[config.mk]
export PLATFORM = sky130hd
export DESIGN_NAME = line_position_pd_motor_mixer
export DESIGN_NICKNAME = d
export VERILOG_FILES = /design/src/lpm_pkg.sv /design/src/line_position_pd_motor_mixer.sv
export SDC_FILE = /design/constraint.sdc
export NUM_CORES = 2
export LEC_CHECK = 0
export BUFFER_PORTS_ARGS = -buffer_cell sky130_fd_sc_hd__buf_2
export CORE_ASPECT_RATIO = 0.9
export CORE_MARGIN = 2
export CORE_UTILIZATION = 57
export DETAILED_ROUTE_END_ITERATION = 8
export GPL_TIMING_DRIVEN = 0
export PLACE_DENSITY = 0.76
export SLEW_MARGIN = 5
export SYNTH_ARGS = -nofsm -noshare
export SYNTH_HDL_FRONTEND = slang
export SYNTH_SLANG_ARGS = --single-unit
[constraint.sdc]
create_clock -name i_clk -period 9.4 [get_ports i_clk]
set_clock_uncertainty 0.15 [all_clocks]
set_input_delay 0.47 -clock i_clk [delete_from_list [all_inputs] [get_ports i_clk]]
set_output_delay 0.47 -clock i_clk [all_outputs]
set_load 0.05 [all_outputs]
[src/lpm_pkg.sv]
`timescale 1ns / 1ps
// ----------------------------------------------------------------------------
// lpm_pkg: shared types and constants of the line position motor mixer
// Sequencer states, action codes, register indexes, reset values and the
// sensor pattern decode table.
// ----------------------------------------------------------------------------
package lpm_pkg;

    localparam int DUTY_MAX_DEF = 1023;

    localparam int GAIN_W = 24;
    localparam int OFS_W  = 10;
    localparam int DUTY_W = 10;
    localparam int POS_W  = 4;
    localparam int PAT_W  = 6;
    localparam int ISUM_W = 16;
    localparam int CFG_IDX_W = 3;

    localparam logic signed [ISUM_W:0] ISUM_LIM = 17'sd32767;

    localparam logic [CFG_IDX_W-1:0] REG_PROP_GAIN    = 3'd0;
    localparam logic [CFG_IDX_W-1:0] REG_INTEG_GAIN   = 3'd1;
    localparam logic [CFG_IDX_W-1:0] REG_DERIV_GAIN   = 3'd2;
    localparam logic [CFG_IDX_W-1:0] REG_MIX_GAIN     = 3'd3;
    localparam logic [CFG_IDX_W-1:0] REG_RIGHT_OFFSET = 3'd4;
    localparam logic [CFG_IDX_W-1:0] REG_LEFT_OFFSET  = 3'd5;

    localparam logic [GAIN_W-1:0] RST_PROP_GAIN    = 24'd2667315;
    localparam logic [GAIN_W-1:0] RST_INTEG_GAIN   = 24'd0;
    localparam logic [GAIN_W-1:0] RST_DERIV_GAIN   = 24'd6796;
    localparam logic [GAIN_W-1:0] RST_MIX_GAIN     = 24'd98304;
    localparam logic [OFS_W-1:0]  RST_RIGHT_OFFSET = 10'd705;
    localparam logic [OFS_W-1:0]  RST_LEFT_OFFSET  = 10'd665;

    typedef enum logic [1:0] {
        ACT_DRIVE = 2'd0,
        ACT_STOP  = 2'd1,
        ACT_HOLD  = 2'd2
    } t_action;

    typedef enum logic [3:0] {
        ST_IDLE,
        ST_PREP,
        ST_MUL_I,
        ST_MUL_D,
        ST_MUL_P,
        ST_ACC,
        ST_ABS,
        ST_MIX_LO,
        ST_MIX_HI,
        ST_MIX_ACC,
        ST_DUTY,
        ST_DONE
    } t_state;

    typedef struct packed {
        logic                    hit;
        logic signed [POS_W-1:0] pos;
    } t_decode;

    // One sensor or two adjacent sensors give a position; bit0 is rightmost.
    function automatic t_decode decode_pattern(input logic [PAT_W-1:0] pat);
        t_decode d;
        d.hit = 1'b1;
        d.pos = 4'sd0;
        case (pat)
            6'h01: d.pos = 4'sd5;
            6'h03: d.pos = 4'sd4;
            6'h02: d.pos = 4'sd3;
            6'h06: d.pos = 4'sd2;
            6'h04: d.pos = 4'sd1;
            6'h0C: d.pos = 4'sd0;
            6'h08: d.pos = -4'sd1;
            6'h18: d.pos = -4'sd2;
            6'h10: d.pos = -4'sd3;
            6'h30: d.pos = -4'sd4;
            6'h20: d.pos = -4'sd5;
            default: d.hit = 1'b0;
        endcase
        return d;
    endfunction

    // Clamp a signed duty sum to 0..dmax and keep the output field's bits.
    function automatic logic [DUTY_W-1:0] sat_duty(input logic signed [33:0] v,
                                                   input logic signed [33:0] dmax);
        logic signed [33:0] r;
        if (v < 34'sd0) begin
            r = 34'sd0;
        end else if (v > dmax) begin
            r = dmax;
        end else begin
            r = v;
        end
        return r[DUTY_W-1:0];
    endfunction

endpackage

[src/line_position_pd_motor_mixer.sv]
`timescale 1ns / 1ps
// ----------------------------------------------------------------------------
// line_position_pd_motor_mixer: line sensor PID control with motor mixing
// Decodes a six-sensor sample to a line position, runs one PID step and
// mixes the result into saturated left and right motor duties.
// ----------------------------------------------------------------------------
// Each item is one six-bit line sensor sample (bit0 the rightmost sensor) and
// gives one result item: left and right duties, an action code (drive, stop,
// hold) and the decoded line position. A sample with no line seen stops both
// motors at DUTY_MAX unless the last position is at an edge (+-5), where the
// last duties are held. On that path the sequencer goes from ST_IDLE to
// ST_PREP and ST_DONE. Any other sample runs a PID step on one shared
// 21x25-bit signed multiplier under a small sequencer: three gain products,
// then the magnitude of the sum times mix_gain in two 20-bit halves. Input
// ready stays low from the accept until the result moves into the output
// register. A finished result sits in that output register, so the next item
// is taken while it waits. Gains are unsigned Q8.16; configuration is written
// through a plain write port (index 0..5, higher indexes are ignored); the
// user must write it only while the block is idle, which the block itself
// does not enforce.
// ----------------------------------------------------------------------------
module line_position_pd_motor_mixer
    import lpm_pkg::*;
#(
    parameter int DUTY_MAX = DUTY_MAX_DEF
) (
    input  logic                    i_clk,
    input  logic                    i_rst_n,
    // sample channel
    input  logic                    i_valid,
    output logic                    o_ready,
    input  logic [PAT_W-1:0]        i_sensor_pattern,
    // result channel
    output logic                    o_valid,
    input  logic                    i_ready,
    output logic [DUTY_W-1:0]       o_left_duty,
    output logic [DUTY_W-1:0]       o_right_duty,
    output logic [1:0]              o_action,
    output logic signed [POS_W-1:0] o_line_position,
    // configuration
    input  logic                    i_cfg_we,
    input  logic [CFG_IDX_W-1:0]    i_cfg_idx,
    input  logic [GAIN_W-1:0]       i_cfg_data
);

    localparam logic signed [33:0] DMAX = 34'(DUTY_MAX);

    // configuration registers
    logic [GAIN_W-1:0] r_prop_gain, r_integ_gain, r_deriv_gain, r_mix_gain;
    logic [OFS_W-1:0]  r_right_offset, r_left_offset;

    // sequencer and controller state
    t_state                   r_state, n_state;
    logic [PAT_W-1:0]         r_pat;
    logic signed [POS_W-1:0]  r_cur, n_cur;
    logic signed [POS_W-1:0]  r_prev, n_prev;
    logic signed [ISUM_W-1:0] r_isum, n_isum;
    logic signed [POS_W:0]    r_deriv, n_deriv;
    logic [DUTY_W-1:0]        r_held_l, n_held_l;
    logic [DUTY_W-1:0]        r_held_r, n_held_r;
    t_action                  r_act, n_act;

    // datapath
    logic signed [20:0] mul_a;
    logic [GAIN_W-1:0]  mul_b;
    logic signed [45:0] r_prod;
    logic signed [41:0] r_acc, n_acc;
    logic               r_neg, n_neg;
    logic [39:0]        r_mag, n_mag;
    logic [63:0]        r_s, n_s;

    // output register
    logic                    r_out_valid;
    logic [DUTY_W-1:0]       r_out_l, r_out_r;
    t_action                 r_out_act;
    logic signed [POS_W-1:0] r_out_pos;

    logic    accept;
    logic    load_out;
    t_decode dec;
    logic signed [POS_W-1:0] pos_new;
    logic signed [ISUM_W:0]  isum_sum;
    logic signed [41:0]      abs_acc;
    logic signed [33:0]      sum_plus, sum_minus;
    logic signed [33:0]      ofs_plus, ofs_minus;

    assign o_ready  = (r_state == ST_IDLE);
    assign accept   = i_valid && o_ready;
    assign load_out = (r_state == ST_DONE) && (!r_out_valid || i_ready);

    assign o_valid         = r_out_valid;
    assign o_left_duty     = r_out_l;
    assign o_right_duty    = r_out_r;
    assign o_action        = r_out_act;
    assign o_line_position = r_out_pos;

    // ---------------------------------------------------------------- next state
    always_comb begin
        n_state = r_state;
        case (r_state)
            ST_IDLE:    if (accept) n_state = ST_PREP;
            ST_PREP:    n_state = (r_pat == '0) ? ST_DONE : ST_MUL_I;
            ST_MUL_I:   n_state = ST_MUL_D;
            ST_MUL_D:   n_state = ST_MUL_P;
            ST_MUL_P:   n_state = ST_ACC;
            ST_ACC:     n_state = ST_ABS;
            ST_ABS:     n_state = ST_MIX_LO;
            ST_MIX_LO:  n_state = ST_MIX_HI;
            ST_MIX_HI:  n_state = ST_MIX_ACC;
            ST_MIX_ACC: n_state = ST_DUTY;
            ST_DUTY:    n_state = ST_DONE;
            ST_DONE:    if (load_out) n_state = ST_IDLE;
            default:    n_state = ST_IDLE;
        endcase
    end

    // ----------------------------------------------------- shared multiplier feed
    always_comb begin
        mul_a = '0;
        mul_b = '0;
        case (r_state)
            ST_MUL_I: begin
                mul_a = 21'(r_isum);
                mul_b = r_integ_gain;
            end
            ST_MUL_D: begin
                mul_a = 21'(r_deriv);
                mul_b = r_deriv_gain;
            end
            ST_MUL_P: begin
                mul_a = 21'(r_cur);
                mul_b = r_prop_gain;
            end
            ST_MIX_LO: begin
                mul_a = {1'b0, r_mag[19:0]};
                mul_b = r_mix_gain;
            end
            ST_MIX_HI: begin
                mul_a = {1'b0, r_mag[39:20]};
                mul_b = r_mix_gain;
            end
            default: begin
                mul_a = '0;
                mul_b = '0;
            end
        endcase
    end

    // decode and integral update for the PID step
    assign dec      = decode_pattern(r_pat);
    assign pos_new  = dec.hit ? dec.pos : r_cur;
    assign isum_sum = (ISUM_W + 1)'(r_isum) + (ISUM_W + 1)'(pos_new);
    assign abs_acc  = r_acc[41] ? -r_acc : r_acc;

    // duty sums: floor(ofs + t) and floor(ofs - t), t = s / 2^32
    assign ofs_plus  = 34'(r_neg ? r_left_offset : r_right_offset);
    assign ofs_minus = 34'(r_neg ? r_right_offset : r_left_offset);
    assign sum_plus  = ofs_plus + 34'(r_s[63:32]);
    assign sum_minus = ofs_minus - 34'(r_s[63:32]) - 34'(|r_s[31:0]);

    // ------------------------------------------------------------ datapath values
    always_comb begin
        n_cur    = r_cur;
        n_prev   = r_prev;
        n_isum   = r_isum;
        n_deriv  = r_deriv;
        n_held_l = r_held_l;
        n_held_r = r_held_r;
        n_act    = r_act;
        n_acc    = r_acc;
        n_neg    = r_neg;
        n_mag    = r_mag;
        n_s      = r_s;
        case (r_state)
            ST_PREP: begin
                if (r_pat == '0) begin
                    // no line: stop unless the line was lost off an edge
                    if (r_cur > -4'sd5 && r_cur < 4'sd5) begin
                        n_held_l = DMAX[DUTY_W-1:0];
                        n_held_r = DMAX[DUTY_W-1:0];
                        n_act    = ACT_STOP;
                    end else begin
                        n_act    = ACT_HOLD;
                    end
                end else begin
                    n_cur   = pos_new;
                    n_prev  = pos_new;
                    n_deriv = (POS_W + 1)'(pos_new) - (POS_W + 1)'(r_prev);
                    if (isum_sum > ISUM_LIM) begin
                        n_isum = ISUM_LIM[ISUM_W-1:0];
                    end else if (isum_sum < -ISUM_LIM) begin
                        n_isum = ISUM_W'(-ISUM_LIM);
                    end else begin
                        n_isum = isum_sum[ISUM_W-1:0];
                    end
                    n_act = ACT_DRIVE;
                end
            end
            ST_MUL_D:   n_acc = 42'(r_prod);
            ST_MUL_P:   n_acc = r_acc + 42'(r_prod);
            ST_ACC:     n_acc = r_acc + 42'(r_prod);
            ST_ABS: begin
                n_neg = r_acc[41];
                n_mag = abs_acc[39:0];
            end
            ST_MIX_HI:  n_s = 64'(r_prod[43:0]);
            ST_MIX_ACC: n_s = r_s + (64'(r_prod[43:0]) << 20);
            ST_DUTY: begin
                if (r_neg) begin
                    n_held_l = sat_duty(sum_plus, DMAX);
                    n_held_r = sat_duty(sum_minus, DMAX);
                end else begin
                    n_held_r = sat_duty(sum_plus, DMAX);
                    n_held_l = sat_duty(sum_minus, DMAX);
                end
            end
            default: begin
                n_acc = r_acc;
            end
        endcase
    end

    // ------------------------------------------------------------------ registers
    always_ff @(posedge i_clk) begin
        if (!i_rst_n) begin
            r_state  <= ST_IDLE;
            r_cur    <= '0;
            r_prev   <= '0;
            r_isum   <= '0;
            r_held_l <= '0;
            r_held_r <= '0;
            r_act    <= ACT_DRIVE;
        end else begin
            r_state  <= n_state;
            r_cur    <= n_cur;
            r_prev   <= n_prev;
            r_isum   <= n_isum;
            r_held_l <= n_held_l;
            r_held_r <= n_held_r;
            r_act    <= n_act;
        end
    end

    // payload registers, no reset needed
    always_ff @(posedge i_clk) begin
        if (accept) begin
            r_pat <= i_sensor_pattern;
        end
        r_deriv <= n_deriv;
        r_acc   <= n_acc;
        r_neg   <= n_neg;
        r_mag   <= n_mag;
        r_s     <= n_s;
        r_prod  <= mul_a * $signed({1'b0, mul_b});
    end

    // configuration writes; indexes past the list are dropped
    always_ff @(posedge i_clk) begin
        if (!i_rst_n) begin
            r_prop_gain    <= RST_PROP_GAIN;
            r_integ_gain   <= RST_INTEG_GAIN;
            r_deriv_gain   <= RST_DERIV_GAIN;
            r_mix_gain     <= RST_MIX_GAIN;
            r_right_offset <= RST_RIGHT_OFFSET;
            r_left_offset  <= RST_LEFT_OFFSET;
        end else if (i_cfg_we) begin
            case (i_cfg_idx)
                REG_PROP_GAIN:    r_prop_gain    <= i_cfg_data;
                REG_INTEG_GAIN:   r_integ_gain   <= i_cfg_data;
                REG_DERIV_GAIN:   r_deriv_gain   <= i_cfg_data;
                REG_MIX_GAIN:     r_mix_gain     <= i_cfg_data;
                REG_RIGHT_OFFSET: r_right_offset <= i_cfg_data[OFS_W-1:0];
                REG_LEFT_OFFSET:  r_left_offset  <= i_cfg_data[OFS_W-1:0];
                default: begin
                end
            endcase
        end
    end

    // output register: load a finished item, drop it once taken
    always_ff @(posedge i_clk) begin
        if (!i_rst_n) begin
            r_out_valid <= 1'b0;
        end else if (load_out) begin
            r_out_valid <= 1'b1;
        end else if (i_ready) begin
            r_out_valid <= 1'b0;
        end
    end

    always_ff @(posedge i_clk) begin
        if (load_out) begin
            r_out_l   <= r_held_l;
            r_out_r   <= r_held_r;
            r_out_act <= r_act;
            r_out_pos <= r_cur;
        end
    end

endmodule

# --- Yosys cells after proc, flatten, opt, wreduce, memory -nomap -nowiden ---
# Cells that the tools add are included.
totals:
  inputBits: 38
  output_inout_bits: 28
  ff_bits: 391
  wordCells: 128
op_classes:
  bitwise: 1
  mul: 1
  reduce_logical: 25
  n_addsub: 8
  mux: 30
  order_cmp: 8
  eq_ne: 31
op_table:
  columns: ["cell", "n"]
  rows:
  - ["case mux 64 bit (2 select lines)", 1]
  - ["case mux 21 bit (5 select lines)", 1]
  - ["2-to-1 mux 10 bit", 10]
  - ["case mux 24 bit (4 select lines)", 1]
  - ["case mux 42 bit (2 select lines)", 1]
  - ["adder 64 bit", 1]
  - ["case mux 4 bit (12 select lines)", 1]
  - ["multiplier 21 x 25 -> 44 bit", 1]
  - ["adder 42 bit", 1]
  - ["2-to-1 mux 40 bit", 1]
  - ["negator 40 bit", 1]
  - ["case mux 10 bit (2 select lines)", 2]
  - ["case mux 4 bit (10 select lines)", 1]
  - ["greater-than comparator 34 x 11 -> 1 bit, second input constant", 1]
  - ["less-than comparator 34 x 1 -> 1 bit, second input constant", 1]
  - ["subtractor 33 x 2 -> 34 bit", 1]
  - ["adder 10 x 32 -> 33 bit", 1]
  - ["greater-than comparator 33 x 10 -> 1 bit, second input constant", 1]
  - ["less-than comparator 33 x 1 -> 1 bit, second input constant", 1]
  - ["subtractor 10 x 32 -> 33 bit", 1]
  - ["2-to-1 mux 16 bit", 2]
  - ["OR reduction 32 bit", 1]
  - ["adder 16 x 4 -> 17 bit", 1]
  - ["greater-than comparator 17 x 16 -> 1 bit, second input constant", 1]
  - ["34 further kinds", 69]

# --- Longest topological paths before layout ---
depth:
  word_depth: 8
  mapped_depth: 36
  ltp_nobuf: 32

# --- Worst setup path after synthesis ---
# No wires, ideal clock.
synth_path:
  kind: "reg2reg"
  startpoint: "register r_state[1]"
  endpoint: "register r_prod[43]"
  arrival_ns: 8.666
  path_stages_with_launch: 34
  path_buffers: 3
  synth_period_minus_slack_ns: 8.937
  setup_ns: 0.121
  setup_slack_ns: 0.463
  t_required_ns: 9.129
  path_cell_list: "dfxtp_1 -> buf_2 -> nor2_1 -> nand2_1 -> nor2_1 -> clkbuf_1 -> a222oi_1 -> nand2_1 -> clkbuf_1 -> nand2_1 -> fa_1 -> inv_1 -> fa_1 -> inv_1 -> fa_1 -> inv_1 -> fa_1 -> fa_1 -> fa_1 -> inv_1 -> fa_1 -> inv_1 -> ha_1 -> and3_1 -> nand4_1 -> nand3b_1 -> a21oi_1 -> o211ai_1 -> a22oi_1 -> nand4_1 -> a311oi_1 -> a211o_1 -> a21oi_1 -> xnor2_1"
synth_via:
  elab_chain_len: 4
  elab_cells_between_ends: 9
  classes_between: "mul (1); eq/ne (5); mux (2); reduce/logical (1)"
synth_lines:
  columns: ["element", "line", "source"]
  rows:
  - ["from (decl)", "line_position_pd_motor_mixer.sv:53", "t_state r_state, n_state;"]
  - ["from (signal assigned)", "line_position_pd_motor_mixer.sv:234", "r_state <= n_state;"]
  - ["== test 4 bit / == test 4 x 3 -> 1 bit (equally long branches)", "line_position_pd_motor_mixer.sv:121", "case (r_state)"]
  - ["OR reduction 2 bit (no line)", null, null]
  - ["case mux 24 bit (4 select lines)", "line_position_pd_motor_mixer.sv:121", null]
  - ["multiplier 21 x 25 -> 44 bit (*)", "line_position_pd_motor_mixer.sv:254", "r_prod <= mul_a * $signed({1'b0, mul_b});"]
  - ["to (signal assigned)", "line_position_pd_motor_mixer.sv:254", null]
  - ["to (decl)", "line_position_pd_motor_mixer.sv:66", "logic signed [45:0] r_prod;"]
# Every way passes the cells marked *; elsewhere a longest branch is shown, timed or not.
# A chain may end at the register's enable or synchronous reset.

# --- Final worst setup path ---
layout_path:
  startpoint: "register r_state[3]"
  endpoint: "register r_prod[42]"
# Same word-level chain as after synthesis.

==> summary.md <==
| Metric | Value |
|---|---|
| Status | `finished, final reports clean` |
| Starting Density | `0.5785` |
| Sequential Power Share | `0.408` |
| CTS tree | `yes` |
| 1st-iter DRT viols | `3923` |
| Yosys cell types | `87` |
| Worst Tran Pin Value | `1.174 ns` |
| Die area | `0.07034 sq mm` |
| Internal | `3283 uW` |
| Vias in the first global route | `32.11k` |
| Setup crit start kind | `flip-flop` |
| DIE WIDTH | `279.3 um` |
| Setup violators final | `0` |
| Final Hold Vio Count | `0` |
| Mapped cell area | `0.03889 sq mm` |
| Most frequent CP cell | `fa_1` |
| Htree depth | `2` |
| Final wirelength | `122500 um` |
| Sw frac | `0.3053` |
| Setup_tns | `0 ns` |
| Synth Instances | `4449` |
| Detail Route Antenna Nets | `0` |
| WL/cell | `22.23 um` |
| NetSw | `1443 uW` |
| Initial antenna violation count | `2` |
| Dpl hpwl | `98260 um` |
| Via count | `33.33k` |
| Synth Register Bits | `391` |
| Row count | `90` |
| Final Max Slew Viols | `0` |
| Worst Path Class, Setup | `reg2reg` |
| Synth warnings | `0` |
| Global route overflow | `0` |
| P_leak | `0.01904 uW` |
| DR vias/cell | `6.050` |
| Fraction of layout instances using a drive strength above 1 | `0.08671` |
| Worst slew margin | `0.2113` |
| Number of buffers created by CTS | `43` |
| CTS root buf | `clkbuf_16` |
| Min-delay worst type | `in2reg` |
| EDFF count, synth | `184` |
| DRC Markers | `0` |
| Boundary Pins | `66` |
| Worst Path Max Fanout | `16` |
| Arrival time of the worst setup path | `9.61 ns` |
| Post-Syn Nets | `5206` |
| First-pass DRT Iterations | `9` |
| Dominant cells by area after synthesis | `fa_1 22%, edfxtp_1 14%, dfxtp_1 11%` |
| Max clock buf depth | `3` |
| Synth top area share | `0.2172` |
| GRT Total Usage | `0.3512` |
| Clock-pin slew on the worst setup and hold paths | `0.06 ns` |
| Area leader, netlist | `fa_1` |
| I/O Buffers | `64` |
| Top_reg_cell synth | `dfxtp_1` |
| Combinational share of power | `0.207` |
| Period Utilization, post-route | `0.9950` |
| Pwr dens | `110.1 mW/mm^2` |
| Sequential fraction of the synthesis area | `0.2486` |
| Fmax | `106.9 MHz` |
| Fin Hold WS | `0.03027 ns` |
| Skew-Pair Late Insertion Delay | `0.58 ns` |
| Largest net degree at the start of global routing | `38` |
| Placer Congestion | `0.9957` |
| Worst VDD drop | `0.1249 mV` |
| Ys async rst share | `0` |
| Fill count | `5601` |
| MaxCap Viol Count | `0` |
| Slowest cell on the critical path | `a222oi_1` |
| CP max stage delay | `0.82 ns` |
| Endpoint type of the worst setup path | `flip-flop` |
| Placeable core region | `0.06723 sq mm` |
| Die H | `251.8 um` |
| Part of the power in the clock network | `0.385` |
| First-pass GRT wire length | `187900 um` |
| Required time of the critical path | `9.65 ns` |
| Ant diodes | `0` |
| Final period demand of the worst path | `9.353 ns` |
| Syn Area/Cell | `8.742 sq um` |
| Nets | `5359` |
| Sink Count | `391` |
| P&R area growth vs syn | `10.35%` |
sequential cells by signal, summed over array words and instances, names as in the netlist:
| register | flops |
|---|---|
| r_act | 2 |
| o_line_position | 4 |
| o_right_duty | 10 |
| r_prod | 44 |
| r_acc | 42 |
| r_deriv | 5 |
| r_prop_gain | 24 |
| r_mix_gain | 24 |
| r_pat | 6 |
| r_integ_gain | 24 |
| r_state | 4 |
| r_left_offset | 10 |
| r_mag | 40 |
| r_prev | 4 |
| o_valid | 1 |
| r_s | 64 |
| r_isum | 16 |
| r_held_r | 10 |
| r_deriv_gain | 24 |
| r_right_offset | 10 |
| o_action | 2 |
| r_neg | 1 |
| r_held_l | 10 |
| o_left_duty | 10 |
power by group through the flow:
stage               registers, uW  logic (uW)  clock network (uW)
global route                 1930        1060                1900
floorplan                    1920         649                   0
finish                       1930         979                1820
detailed placement           1960         914                   0
global placement             1960         895                   0
CTS                          1920         941                1840
layer usage:
layer  wire (um)  up-vias  global-route usage
met1       50340    16110              0.4996
li1            -    15060                   -
met3       15250      328             0.09066
met2       50530     1829              0.5041
met4        6351        4              0.1567
met5          19        -                   0
worst paths after layout:
path                      to  slack (ns)           start  cells past startpoint
max               r_prod[42]        0.05      r_state[3]                     30
min reg2reg   o_left_duty[3]        0.28     r_held_l[3]                      0
max reg2reg       r_prod[42]        0.05      r_state[3]                     30
min          r_prop_gain[12]        0.03  i_cfg_data[12]                      3
final cells by class:
type	instances	area [sq um]	area share
inverters	588	2210	0.05148
flip-flops and latches	391	9676	0.2254
clock inverters	28	365.4	0.008513
multi-input cells	3282	26680	0.6216
clock buffers	51	1146	0.02670
repair buffers	131	892.1	0.02079
plain buffers	165	858.3	0.02000
well taps	874	1094	0.02548
cells by family (layout without fill, tap and decap cells):
| logic type | count (synthesis) | count (layout) | share of synthesized area |
|---|---|---|---|
| AO/OA/AOI/OAI | 837 | 837 | 0.1459 |
| AND/OR/NAND/NOR | 1508 | 1508 | 0.1671 |
| XOR/XNOR | 194 | 194 | 0.04369 |
| buffers and inverters | 776 | 963 | 0.07515 |
| multiplexers | 24 | 24 | 0.006788 |
| flip-flops | 391 | 391 | 0.2486 |
| adder cells (fa/ha/maj) | 719 | 719 | 0.3128 |
synth_stat cells (8+ instances only):
cell,number
a211oi_1,41
a21boi_0,102
a21o_1,69
a21oi_1,187
a221oi_1,11
a222oi_1,39
a22oi_1,8
a31oi_1,18
and2_1,57
and3_1,18
clkbuf_1,177
dfxtp_1,207
edfxtp_1,184
fa_1,422
ha_1,297
inv_1,587
mux2_2,19
nand2_1,817
nand2b_1,24
nand3_1,67
nand4_1,17
nor2_1,335
nor2b_1,43
nor3_1,47
nor4_1,24
o211ai_1,16
o21a_1,34
o21ai_0,179
o21bai_1,17
o221a_2,12
o31ai_1,22
o41ai_1,9
or2_2,9
or3_1,16
or4_1,8
xnor2_1,125
xor2_1,69
stage by stage:
step / total power [uW] / cell area (sq um) / util / worst slack, ns / std cells
final: 4726 / 42920 / 0.6384 / 0.04674 / 5510
after global routing: 4891 / 42920 / 0.6384 / -0.06832 / 5510
after CTS: 4704 / 42600 / 0.6337 / -0.008113 / 5498
after detailed placement: 2872 / 40480 / 0.6021 / -2.065 / 5398
after global placement: 2857 / 40310 / 0.5996 / -2.124 / 5387
after floorplan: 2570 / 38890 / - / 0.4628 / 4449
worst max-delay path, delay by kind of cell (launching register included):
family,cells,cell delay (ns)
AO/OA/AOI/OAI,6,2.00
adder cells (fa/ha/maj),8,3.64
buffers and inverters,7,0.86
flip-flops,1,0.43
AND/OR/NAND/NOR,9,2.10
placed cells by master (no fill, tap or decap), types with 27 or more instances in the layout:
cell       synthesis  routed
and2_1            57      41
clkbuf_4           0      27
a21o_1            69      69
nor2_1           335     329
nand2_1          817     796
a21boi_0         102     102
xnor2_1          125     125
o21a_1            34      34
nor2b_1           43      43
a222oi_1          39      39
o21ai_0          179     176
a21oi_1          187     185
clkbuf_16          0      43
a211oi_1          41      40
clkbuf_1         177      97
fa_1             422     422
buf_4              1      60
edfxtp_1         184     184
dfxtp_1          207     204
xor2_1            69      69
buf_2              4      69
inv_1            587     586
nor3_1            47      42
nand3_1           67      67
ha_1             297     296
timing repair:
action / CTS / global route
buffers inserted: 33 / 16
pin swaps: 27 / 15
endpoints found under the setup margin: 27 / 11
resized for setup: 147 / 103
gates cloned: 0 / 0
hold endpoints to repair: 7 / 0
hold buffers: 7 / 0
(Power assumes the default switching activity.)
